$ cat src/sv/lcba_pkg.sv
// ----------------------------------------------------------------------------
// lcba_pkg
// Shared types and constants for the logical channel buffer accounting unit.
// ----------------------------------------------------------------------------
package lcba_pkg;

  localparam logic [31:0] HEADER_BYTES = 32'd4;
  localparam logic [31:0] SAT_MAX      = 32'hFFFF_FFFF;
  localparam int unsigned MAX_RESULTS  = 16;
  localparam int unsigned RES_CNT_W    = $clog2(MAX_RESULTS);
  localparam int unsigned DIR_W        = 16;
  localparam int unsigned DIR_CHANNELS = 8;

  // Register index, taken from paddr bit 2.
  localparam logic REG_CHANNEL_DIRECTIONS = 1'b0;

  typedef enum logic [2:0] {
    OP_SET_DL    = 3'd0,
    OP_SET_UL    = 3'd1,
    OP_ADD_UL    = 3'd2,
    OP_UL_RX     = 3'd3,
    OP_ALLOCATE  = 3'd4,
    OP_CLEAR     = 3'd5
  } lcba_op_e;

  typedef enum logic [1:0] {
    DIR_IDLE = 2'd0,
    DIR_UL   = 2'd1,
    DIR_DL   = 2'd2,
    DIR_BOTH = 2'd3
  } lcba_dir_e;

  typedef enum logic [2:0] {
    ST_IDLE,
    ST_EXEC,
    ST_SEARCH,
    ST_TAKE,
    ST_TOTALS,
    ST_EMIT
  } lcba_state_e;

  typedef struct packed {
    logic [2:0]  op;
    logic [2:0]  channel;
    logic [31:0] amount_bytes;
    logic [31:0] retx_amount_bytes;
  } lcba_req_t;

  typedef struct packed {
    logic        pdu_valid;
    logic [2:0]  pdu_channel;
    logic [31:0] pdu_bytes;
    logic        last_result;
    logic [31:0] pending_dl_total;
    logic [31:0] pending_ul_total;
  } lcba_rsp_t;

  // Controller -> datapath
  typedef struct packed {
    logic load;       // capture request
    logic exec;       // apply a single-channel op
    logic grab;       // register take amount at current channel
    logic apply;      // subtract take from count and budget
    logic idx_inc;    // advance search pointer
    logic tot_clr;    // start totals scan
    logic tot_step;   // accumulate one channel
    logic restore;    // return pointer to last grabbed channel
    logic emit;
    logic emit_pdu;
    logic emit_last;
  } lcba_cmd_t;

  // Datapath -> controller
  typedef struct packed {
    logic op_alloc;
    logic hit;
    logic idx_last;
    logic rem_zero;
    logic any_data;
  } lcba_sts_t;

  function automatic logic is_ul(logic [1:0] d);
    return (d == DIR_UL) || (d == DIR_BOTH);
  endfunction

  function automatic logic is_dl(logic [1:0] d);
    return (d == DIR_DL) || (d == DIR_BOTH);
  endfunction

endpackage

$ cat src/sv/lcba_ctrl.sv
// ----------------------------------------------------------------------------
// lcba_ctrl
// Sequencer: operation execute, allocation search/grab, totals scan, emit.
// ----------------------------------------------------------------------------
module lcba_ctrl import lcba_pkg::*; (
  input  logic      clk_i,
  input  logic      rst_ni,
  input  logic      start_i,
  input  lcba_sts_t sts_i,
  output lcba_cmd_t cmd_o,
  output logic      busy_o
);

  lcba_state_e           state_q, state_d;
  logic [RES_CNT_W-1:0]  n_q, n_d;
  logic                  pdu_q, pdu_d;
  logic                  last;

  localparam logic [RES_CNT_W-1:0] LAST_N = RES_CNT_W'(MAX_RESULTS - 1);

  always_ff @(posedge clk_i or negedge rst_ni) begin
    if (!rst_ni) begin
      state_q <= ST_IDLE;
      n_q     <= '0;
      pdu_q   <= 1'b0;
    end else begin
      state_q <= state_d;
      n_q     <= n_d;
      pdu_q   <= pdu_d;
    end
  end

  assign last = !pdu_q || sts_i.rem_zero || (n_q == LAST_N) || !sts_i.any_data;

  always_comb begin
    state_d = state_q;
    n_d     = n_q;
    pdu_d   = pdu_q;
    cmd_o   = '0;
    busy_o  = 1'b1;
    unique case (state_q)
      ST_IDLE: begin
        busy_o = 1'b0;
        if (start_i) begin
          cmd_o.load = 1'b1;
          n_d        = '0;
          pdu_d      = 1'b0;
          state_d    = ST_EXEC;
        end
      end
      ST_EXEC: begin
        if (sts_i.op_alloc && !sts_i.rem_zero) begin
          state_d = ST_SEARCH;
        end else begin
          cmd_o.exec    = !sts_i.op_alloc;
          cmd_o.tot_clr = 1'b1;
          state_d       = ST_TOTALS;
        end
      end
      ST_SEARCH: begin
        if (sts_i.hit) begin
          cmd_o.grab = 1'b1;
          state_d    = ST_TAKE;
        end else if (sts_i.idx_last) begin
          // no data anywhere: empty result
          cmd_o.tot_clr = 1'b1;
          pdu_d         = 1'b0;
          state_d       = ST_TOTALS;
        end else begin
          cmd_o.idx_inc = 1'b1;
        end
      end
      ST_TAKE: begin
        cmd_o.apply   = 1'b1;
        cmd_o.tot_clr = 1'b1;
        pdu_d         = 1'b1;
        state_d       = ST_TOTALS;
      end
      ST_TOTALS: begin
        cmd_o.tot_step = 1'b1;
        if (sts_i.idx_last) begin
          state_d = ST_EMIT;
        end
      end
      ST_EMIT: begin
        cmd_o.emit      = 1'b1;
        cmd_o.emit_pdu  = pdu_q;
        cmd_o.emit_last = last;
        if (last) begin
          state_d = ST_IDLE;
        end else begin
          cmd_o.restore = 1'b1;
          n_d           = n_q + 1'b1;
          state_d       = ST_SEARCH;
        end
      end
      default: begin
        state_d = ST_IDLE;
      end
    endcase
  end

endmodule

$ cat src/sv/lcba_dpath.sv
// ----------------------------------------------------------------------------
// lcba_dpath
// Per-channel byte counts, op arithmetic, grab logic and totals accumulators.
// ----------------------------------------------------------------------------
module lcba_dpath import lcba_pkg::*; #(
  parameter int unsigned NUM_CHANNELS = 8
) (
  input  logic             clk_i,
  input  logic             rst_ni,
  input  lcba_req_t        req_i,
  input  logic [DIR_W-1:0] dirs_i,
  input  lcba_cmd_t        cmd_i,
  output lcba_sts_t        sts_o,
  output logic             result_valid_o,
  output lcba_rsp_t        result_o
);

  localparam int unsigned IDX_W = (NUM_CHANNELS > 1) ? $clog2(NUM_CHANNELS) : 1;
  localparam logic [IDX_W-1:0] LAST_IDX = IDX_W'(NUM_CHANNELS - 1);

  logic [31:0] new_q  [NUM_CHANNELS];
  logic [31:0] retx_q [NUM_CHANNELS];
  logic [31:0] ul_q   [NUM_CHANNELS];
  logic [1:0]  dir_a  [NUM_CHANNELS];

  logic [2:0]       op_q;
  logic             ch_ok_q;
  logic [31:0]      amt_q;      // budget left / length / amount
  logic [31:0]      retx_amt_q;
  logic [IDX_W-1:0] idx_q;
  logic [IDX_W-1:0] pdu_ch_q;
  logic             from_retx_q;
  logic [31:0]      take_q;
  logic [31:0]      dl_acc_q;
  logic [31:0]      ul_acc_q;
  logic             any_q;

  logic [31:0] rd_new, rd_retx, rd_ul, cnt_sel;
  logic [1:0]  rd_dir;
  logic [32:0] ul_add;
  logic [33:0] dl_sum;
  logic [32:0] ul_sum;
  logic        hit;

  // Channels past the register width read as idle.
  for (genvar i = 0; i < NUM_CHANNELS; i++) begin : g_dir
    if (i < DIR_CHANNELS) begin : g_reg
      assign dir_a[i] = dirs_i[2*i +: 2];
    end else begin : g_idle
      assign dir_a[i] = DIR_IDLE;
    end
  end

  assign rd_new  = new_q[idx_q];
  assign rd_retx = retx_q[idx_q];
  assign rd_ul   = ul_q[idx_q];
  assign rd_dir  = dir_a[idx_q];
  assign hit     = (rd_retx != '0) || (rd_new != '0);
  assign cnt_sel = (rd_retx != '0) ? rd_retx : rd_new;
  assign ul_add  = {1'b0, rd_ul} + {1'b0, amt_q};
  assign dl_sum  = {2'b00, dl_acc_q} + {2'b00, rd_new} + {2'b00, rd_retx};
  assign ul_sum  = {1'b0, ul_acc_q} + {1'b0, rd_ul};

  // Count storage
  always_ff @(posedge clk_i or negedge rst_ni) begin
    if (!rst_ni) begin
      for (int i = 0; i < NUM_CHANNELS; i++) begin
        new_q[i]  <= '0;
        retx_q[i] <= '0;
        ul_q[i]   <= '0;
      end
    end else begin
      if (cmd_i.exec && ch_ok_q) begin
        case (op_q)
          OP_SET_DL: begin
            new_q[idx_q]  <= amt_q;
            retx_q[idx_q] <= retx_amt_q;
          end
          OP_SET_UL: ul_q[idx_q] <= amt_q;
          OP_ADD_UL: ul_q[idx_q] <= ul_add[32] ? SAT_MAX : ul_add[31:0];
          OP_UL_RX: begin
            if (is_ul(rd_dir)) begin
              ul_q[idx_q] <= (rd_ul > amt_q) ? (rd_ul - amt_q) : '0;
            end
          end
          OP_CLEAR: begin
            new_q[idx_q]  <= '0;
            retx_q[idx_q] <= '0;
            ul_q[idx_q]   <= '0;
          end
          default: ;
        endcase
      end
      if (cmd_i.apply) begin
        if (from_retx_q) begin
          retx_q[idx_q] <= rd_retx - take_q;
        end else begin
          new_q[idx_q] <= rd_new - take_q;
        end
      end
    end
  end

  // Request capture, pointer, grab
  always_ff @(posedge clk_i or negedge rst_ni) begin
    if (!rst_ni) begin
      idx_q <= '0;
    end else if (cmd_i.load) begin
      idx_q <= (req_i.op == OP_ALLOCATE) ? '0 : IDX_W'(req_i.channel);
    end else if (cmd_i.restore) begin
      idx_q <= pdu_ch_q;
    end else if (cmd_i.tot_clr) begin
      idx_q <= '0;
    end else if (cmd_i.idx_inc || (cmd_i.tot_step && (idx_q != LAST_IDX))) begin
      idx_q <= idx_q + 1'b1;
    end
  end

  always_ff @(posedge clk_i) begin
    if (cmd_i.load) begin
      op_q       <= req_i.op;
      ch_ok_q    <= (5'(req_i.channel) < 5'(NUM_CHANNELS));
      retx_amt_q <= req_i.retx_amount_bytes;
      if (req_i.op == OP_UL_RX && req_i.amount_bytes > HEADER_BYTES) begin
        amt_q <= req_i.amount_bytes - HEADER_BYTES;
      end else begin
        amt_q <= req_i.amount_bytes;
      end
    end else if (cmd_i.apply) begin
      amt_q <= amt_q - take_q;
    end
    if (cmd_i.grab) begin
      from_retx_q <= (rd_retx != '0);
      take_q      <= (cnt_sel < amt_q) ? cnt_sel : amt_q;
      pdu_ch_q    <= idx_q;
    end
  end

  // Totals scan: saturating sums plus a flag for any data left
  always_ff @(posedge clk_i) begin
    if (cmd_i.tot_clr) begin
      dl_acc_q <= '0;
      ul_acc_q <= '0;
      any_q    <= 1'b0;
    end else if (cmd_i.tot_step) begin
      if (is_dl(rd_dir)) begin
        dl_acc_q <= (dl_sum[33:32] != 2'b00) ? SAT_MAX : dl_sum[31:0];
      end
      if (is_ul(rd_dir)) begin
        ul_acc_q <= ul_sum[32] ? SAT_MAX : ul_sum[31:0];
      end
      any_q <= any_q | hit;
    end
  end

  assign sts_o.op_alloc = (op_q == OP_ALLOCATE);
  assign sts_o.hit      = hit;
  assign sts_o.idx_last = (idx_q == LAST_IDX);
  assign sts_o.rem_zero = (amt_q == '0);
  assign sts_o.any_data = any_q;

  assign result_valid_o            = cmd_i.emit;
  assign result_o.pdu_valid        = cmd_i.emit_pdu;
  assign result_o.pdu_channel      = cmd_i.emit_pdu ? 3'(pdu_ch_q) : 3'd0;
  assign result_o.pdu_bytes        = cmd_i.emit_pdu ? take_q : '0;
  assign result_o.last_result      = cmd_i.emit_last;
  assign result_o.pending_dl_total = dl_acc_q;
  assign result_o.pending_ul_total = ul_acc_q;

endmodule

$ cat src/sv/logical_channel_buffer_accounting_unit.sv
// ----------------------------------------------------------------------------
// logical_channel_buffer_accounting_unit
// Per-channel downlink/uplink byte accounting with budget allocation.
// ----------------------------------------------------------------------------
// A request is taken when start is high and busy is low; busy stays high
// until the last result of that request has been shown. Results appear on
// result_o for exactly one cycle each, marked by result_valid_o, and the
// receiver cannot stall them. The totals scan reads one channel per cycle
// from the count store. After the accept edge a non-allocate request passes
// an execute state and a totals scan over all NUM_CHANNELS channels, then
// shows its result in the next cycle; busy is low again in the cycle after
// the result. An allocate request passes the same execute state and then,
// per PDU, a lowest-channel search over up to NUM_CHANNELS channels (the
// search resumes where the previous grab left off, and the cycle that finds
// data also registers the grab), an update state, a totals scan and a
// result; at most 16 PDUs come from one request. The channel direction
// register lies at byte address 0 on the APB port and must only be written
// while busy is low.
// ----------------------------------------------------------------------------
module logical_channel_buffer_accounting_unit import lcba_pkg::*; #(
  parameter int unsigned NUM_CHANNELS = 8
) (
  input  logic        clk_i,
  input  logic        rst_ni,
  // request channel
  input  logic        start,
  output logic        busy,
  input  lcba_req_t   req_i,
  // results
  output logic        result_valid_o,
  output lcba_rsp_t   result_o,
  // configuration
  input  logic        psel,
  input  logic        penable,
  input  logic        pwrite,
  input  logic [2:0]  paddr,
  input  logic [31:0] pwdata,
  output logic [31:0] prdata,
  output logic        pready
);

  lcba_cmd_t        cmd;
  lcba_sts_t        sts;
  logic [DIR_W-1:0] dirs_q;
  logic             cfg_wr;

  // APB register: two direction bits per channel
  assign pready = 1'b1;
  assign cfg_wr = psel && penable && pwrite && (paddr[2] == REG_CHANNEL_DIRECTIONS);

  always_ff @(posedge clk_i or negedge rst_ni) begin
    if (!rst_ni) begin
      dirs_q <= '0;
    end else if (cfg_wr) begin
      dirs_q <= pwdata[DIR_W-1:0];
    end
  end

  assign prdata = (paddr[2] == REG_CHANNEL_DIRECTIONS) ? {16'd0, dirs_q} : 32'd0;

  lcba_ctrl u_ctrl (
    .clk_i  (clk_i),
    .rst_ni (rst_ni),
    .start_i(start),
    .sts_i  (sts),
    .cmd_o  (cmd),
    .busy_o (busy)
  );

  lcba_dpath #(
    .NUM_CHANNELS(NUM_CHANNELS)
  ) u_dpath (
    .clk_i         (clk_i),
    .rst_ni        (rst_ni),
    .req_i         (req_i),
    .dirs_i        (dirs_q),
    .cmd_i         (cmd),
    .sts_o         (sts),
    .result_valid_o(result_valid_o),
    .result_o      (result_o)
  );

endmodule
$ cat config.mk
export PLATFORM = sky130hd
export DESIGN_NAME = logical_channel_buffer_accounting_unit
export DESIGN_NICKNAME = d
export VERILOG_FILES = /design/src/sv/lcba_pkg.sv /design/src/sv/lcba_ctrl.sv /design/src/sv/lcba_dpath.sv /design/src/sv/logical_channel_buffer_accounting_unit.sv
export SDC_FILE = /design/constraint.sdc
export NUM_CORES = 2
export LEC_CHECK = 0
export BUFFER_PORTS_ARGS = -buffer_cell sky130_fd_sc_hd__buf_2
export CAP_MARGIN = 20
export CORE_UTILIZATION = 45
export CTS_CLUSTER_SIZE = 14
export DETAILED_ROUTE_END_ITERATION = 8
export SLEW_MARGIN = 10
export SYNTH_ARGS = -nofsm -noshare
export SYNTH_HDL_FRONTEND = slang
export SYNTH_SLANG_ARGS = --single-unit
$ cat constraint.sdc
create_clock -name clk_i -period 19.59 [get_ports clk_i]
set_input_delay 0.9795 -clock clk_i [delete_from_list [all_inputs] [get_ports clk_i]]
set_output_delay 0.9795 -clock clk_i [all_outputs]
set_load 0.02 [all_outputs]
# [Word-level counts from Yosys, hierarchy flattened]
# Cells that the tools add are included.
[word_totals] regBits=963 inputBits=111 out_inout_bits=136 elab_cells=200
[op_classes] add_sub_neg=11 n_lt_le_gt_ge=5 eq_ne=25 n_mux=79 bitwise=7 n_reduce_logical=35
[ops] operator="256-bit bitwise mux" n=7
[ops] operator="256-bit two-way mux" n=7
[ops] operator="256-bit one-hot mux with 2 select lines" n=2
[ops] operator="256-bit one-hot mux with 4 select lines" n=1
[ops] operator="256-bit AND" n=3
[ops] operator="32-bit two-way mux" n=17
[ops] operator="32-bit binary-select mux with 3-bit select" n=3
[ops] operator="256-bit inverter" n=1
[ops] operator="32-bit subtractor" n=4
[ops] operator="32-bit by 32-bit adder with 33-bit output" n=3
[ops] operator="32-bit demux with 3-bit select" n=1
[ops] operator="32-bit nonzero test" n=2
[ops] operator="34-bit by 32-bit adder with 34-bit output" n=1
[ops] operator="3-bit two-way mux" n=11
[ops] operator="32-bit by 3-bit greater-than comparator with 1-bit output, second input constant" n=1
[ops] operator="32-bit greater-than comparator" n=1
[ops] operator="32-bit logical NOT" n=1
[ops] operator="32-bit less-than comparator" n=1
[ops] operator="32-bit by 3-bit subtractor with 32-bit output, second input constant" n=1
[ops] operator="3-bit equality test, second input constant" n=6
[ops] operator="3-bit one-hot mux with 6 select lines" n=1
[ops] operator="1-bit two-way mux" n=17
[ops] operator="16-bit two-way mux" n=1
[ops] operator="3-bit by 2-bit equality test with 1-bit output, second input constant" n=5
[ops] operator="30 further kinds" n=64

# [Logic depth before layout (Yosys ltp)]
[logic_depth] word_depth=13 depth_mapped=35 mapped_depth_nobuf=28

# [Hierarchy]
# Synthesis repeated with hierarchy kept, for this count alone.
[unflattened] hier_cells=6646 hier_area_um2=60529.3
[by_module_without_submodules] mod="lcba_dpath" instances=1 cells_each=6512 area_per_inst_um2=59049.1
[by_module_without_submodules] mod="logical_channel_buffer_accounting_unit" instances=1 cells_each=70 area_per_inst_um2=899.6
[by_module_without_submodules] mod="lcba_ctrl" instances=1 cells_each=64 area_per_inst_um2=580.6

# [Worst setup path before layout]
# Ideal clock, no wire load.
[synth_path] path_type="reg2reg" startpoint="register u_dpath.idx_q[2]" endpoint="register u_dpath.dl_acc_q[10]" setup_ns=0.119 arrival_ns=6.951 required_ns=19.471 path_slack_ns=12.520 path_stages_with_launch=33 path_cell_list="dfrtp_1 buf_2 buf_2 buf_2 buf_2 buf_1 mux2i_1 o21ai_0 a21oi_1 fa_1 nor2b_1 o31a_1 o41ai_1 o21ai_0 o41ai_1 o21ai_0 a41o_1 a21oi_1 o21ai_0 xor2_1 ha_1 a21o_1 a21o_1 a21o_1 a21oi_1 o31a_1 nor3_1 o21ai_0 mux2i_1 or3b_2 clkbuf_1 clkbuf_1 o221a_2"
[synth_via] elab_chain_cells=8 elab_cells_between_ends=25
[synth_lines] item="start, declared" line_no="lcba_dpath.sv:30" rtl="logic [IDX_W-1:0] idx_q;"
[synth_lines] item="start signal, assigned" line_no="lcba_dpath.sv:109" rtl="idx_q <= (req_i.op == OP_ALLOCATE) ? '0 : IDX_W'(req_i.channel);"
[synth_lines] item="start signal, assigned" line_no="lcba_dpath.sv:111" rtl="idx_q <= pdu_ch_q;"
[synth_lines] item="start signal, assigned" line_no="lcba_dpath.sv:115" rtl="idx_q <= idx_q + 1'b1;"
[synth_lines] item="3-bit inverter with 4-bit output (not written as such)" line_no="lcba_dpath.sv:54, lcba_dpath.sv:55, lcba_dpath.sv:57"
[synth_lines] item="32-bit binary-select mux with 3-bit select, on equally long branches" line_no="lcba_dpath.sv:54, lcba_dpath.sv:55"
[synth_lines] item="32-bit two-way mux, on equally long branches (2 in a row)" line_no="lcba_dpath.sv:54, lcba_dpath.sv:55"
[synth_lines] item="32-bit by 32-bit adder with 33-bit output / 32-bit nonzero test (equally long branches)" line_no="lcba_dpath.sv:61, lcba_dpath.sv:58"
[synth_lines] item="34-bit by 32-bit adder with 34-bit output / 1-bit logical OR (equally long branches)" line_no="lcba_dpath.sv:61, lcba_dpath.sv:58"
[synth_lines] item="2-bit nonzero test / 2-bit two-way mux (equally long branches)" line_no="lcba_dpath.sv:147, lcba_ctrl.sv:61"
[synth_lines] item="32-bit two-way mux / 1-bit one-hot mux with 3 select lines (equally long branches)" line_no="lcba_dpath.sv:147, lcba_ctrl.sv:41"
[synth_lines] item="end signal, assigned" line_no="lcba_dpath.sv:147" rtl="dl_acc_q <= (dl_sum[33:32] != 2'b00) ? SAT_MAX : dl_sum[31:0];"
[synth_lines] item="end, declared" line_no="lcba_dpath.sv:34" rtl="logic [31:0] dl_acc_q;"
# Parallel ways exist; a longest one is shown, timed or not. The select of a mux whose other input is x is not followed.
# A chain may end at the register's enable or synchronous reset.

# [Worst setup path in the final report]
[layout_path] startpoint="register u_dpath.idx_q[0]" endpoint="register u_dpath.dl_acc_q[14]"
# The elaborated chain is that of the path after synthesis.

==> flow_metrics.tcl <==
set metrics [dict create \
    clock_skew_ns 0.0409 \
    yosysMostFrequentCell "nor2_1" \
    seqPwrFrac 0.225 \
    place.gp.congestion 1.02 \
    hold_viol 0 \
    synth_area_per_cell_um2 8.90 \
    max_cap_viol_count 0 \
    pwr-share-clk 0.148 \
    nets 7383 \
    period_share 0.512 \
    ctsHoldBuffers 0 \
    synth_area_leader_cell "dfrtp_1" \
    period_minus_slack_ns 10.03 \
    grtUsageMet2 0.599 \
    detail-route-antenna-nets 0 \
    ios 247 \
    drt_iter0_markers 9080 \
    critPathArrivalTime_ns 10.68 \
    cp-end-kind "register" \
    cp.depth 27 \
    crit_start "u_dpath.idx_q[0]" \
    grt_antenna_before_repair 12 \
    internal_power_uw 7020 \
    netSwitchingFraction 0.526 \
    rrSetupSlack_ns 9.56 \
    p_switching_uw 7810 \
    clockBufferDepth 3 \
    ys_warn_count 0 \
    gr-max-usage-layer "met2" \
    crit_end "u_dpath.dl_acc_q[14]" \
    ys_seq_area_frac 0.390 \
    port_buffers 211 \
    fin_area_mm2 0.0691 \
    ys_types 86 \
    drv_slew 0 \
    clkSinkCount 963 \
    grt_pass1_wl_um 413000 \
    outcome "complete, no violations" \
    path_common_cell "o21ai_0" \
    worstPathMaxFanout 34 \
    worst_slew_pin_slew_ns 1.27 \
    drive_above_1_share 0.129 \
    core_mm2 0.137 \
    startpoint_type "register" \
    synth_common_cells "nor2_1, dfrtp_1, a221oi_1" \
    post-cts-setup-buffers 0 \
    overflow 0 \
    p_per_area_mw_per_mm2 215 \
    numCtsBuffers 112 \
    route.detailed.drc 0 \
    wire_per_inst_um 32.8 \
    path_buf_inv 2 \
    synth_top_area_share 0.319 \
    die_h_um 374 \
    cts-root-buf "clkbuf_16" \
    use_met1 0.497 \
    dr.pass1.iters 9 \
    worstSetupPathType "reg2reg" \
    min_path_type "in2async" \
    critPathMaxStageDelay_ns 0.93 \
    totalWireLength_um 291000 \
    syn2layout_area_growth_pct 11.0 \
    vdd_drop_max_mv 0.0945 \
    rsz0062_at_grt "false" \
    grt_util_all_layers 0.404 \
    setup_viol 0 \
    async_flop_share 0.826 \
    viasPerCell 6.91 \
    syn-cell-area_mm2 0.0623 \
    grt_pass1_vias 58300 \
    rr_endpoint "u_dpath.dl_acc_q[14]" \
    p_comb_frac 0.627 \
    use_met3 0.113 \
    die_x_um 374 \
    cts_tree "yes" \
    r2r-start "u_dpath.idx_q[0]" \
    initial_core_util 0.454 \
    ctsHtreeMaxLevel 3 \
    synth_top_flop_cell "dfrtp_1" \
    tns_ns 0 \
    grt_max_degree 94 \
    dp_hpwl_um 192000 \
    slowest_stage "and2_1" \
    relSlewSlack 0.147 \
    reg2reg_depth 27 \
    synth_edf_count 103 \
    critical_path.top_delay_family "compound AO/OA/AOI/OAI gates" \
    num_vias 61300 \
    max_freq_mhz 99.7 \
    synthCells 7001 \
    cts.repair.resized 0 \
    clk_latency_ns 0.79 \
    die_area_mm2 0.140 \
    leakage_uw 0.0312 \
    crit_required_ns 20.25 \
    ys_top_cells_by_area "dfrtp_1, a221oi_1, nor2_1" \
    dpl_cell_area_mm2 0.0652 \
    fp-row-count 136 \
    clk_pin_slew_ns 0.07 \
    ys_seq_elements 963 \
]
## power groups by stage
stage / Sequential (µW) / Combinational, µW / Clock [µW]
floorplan: 3180 / 5770 / 0
global placement: 3300 / 8880 / 0
detailed placement: 3320 / 8930 / 0
CTS: 3300 / 8980 / 2210
global route: 3390 / 9760 / 2290
finish: 3330 / 9300 / 2200
## cells in the final DEF (no fill, tap or decap), drive strengths merged, types with 57 or more instances in the layout
| cell type | instances |
|---|---|
| a211oi | 88 |
| a21o | 138 |
| a21oi | 511 |
| a221oi | 604 |
| a22oi | 114 |
| a31oi | 60 |
| buf | 408 |
| clkbuf | 170 |
| dfrtp | 795 |
| dfxtp | 65 |
| edfxtp | 103 |
| ha | 289 |
| inv | 171 |
| mux2 | 98 |
| mux2i | 57 |
| mux4 | 80 |
| nand2 | 517 |
| nand3 | 62 |
| nor2 | 1159 |
| nor2b | 70 |
| nor3 | 72 |
| o21ai | 431 |
| o31ai | 71 |
| xnor2 | 159 |
| xor2 | 82 |
## kinds of logic (layout without fill, tap and decap cells)
family          Yosys count  count (layout)  share of synthesized area
compound gates         2381            2381                      0.266
xor+xnor                241             241                     0.0339
fa+ha+maj               297             297                     0.0606
buf+inv                 734             788                     0.0468
flops                   963             963                      0.390
mux                     235             235                     0.0558
other cells               2              24                   0.000121
simple gates           2148            2148                      0.147
## stage by stage
stage,total power [µW],cells,utilization,hold WS [ns],setup slack [ns]
finish,14800,8871,0.503,0.217,9.56
global route,15400,8864,0.503,0.247,9.37
CTS,14500,8860,0.503,0.226,9.91
detailed placement,12300,8651,0.475,0.463,10.00
global placement,12200,8648,0.475,0.453,10.04
floorplan,8940,7016,-,0.436,12.52
## routing by layer
metal | up-vias | wire length, µm
met5 | - | 63
met4 | 4 | 25900
met3 | 1123 | 33500
met2 | 4277 | 124000
met1 | 29800 | 107000
li1 | 26100 | -
## area by class of cell
type | instances | area, µm²
Sequential cell | 963 | 24300
Clock buffer | 170 | 3390
Inverter | 171 | 643
Timing Repair Buffer | 408 | 2580
Tap cell | 1794 | 2240
Antenna cell | 7 | 17.5
Fill cell | 13000 | 68200
Multi-Input combinational cell | 5319 | 35500
Clock inverter | 39 | 412
## worst min path at each step
stage	from	endpoint	slack (ns)	depth (start not counted)
after detailed placement	register	register	0.46	2
after global placement	u_dpath.any_q	u_dpath.any_q	0.45	2
after floorplan	u_dpath.any_q	u_dpath.any_q	0.44	2
final	rst_ni	u_ctrl.state_q[1]	0.22	1
after CTS	rst_ni	u_ctrl.state_q[0]	0.23	1
after global routing	rst_ni	u_ctrl.state_q[0]	0.25	1
Power figures use the tool's default switching activity.
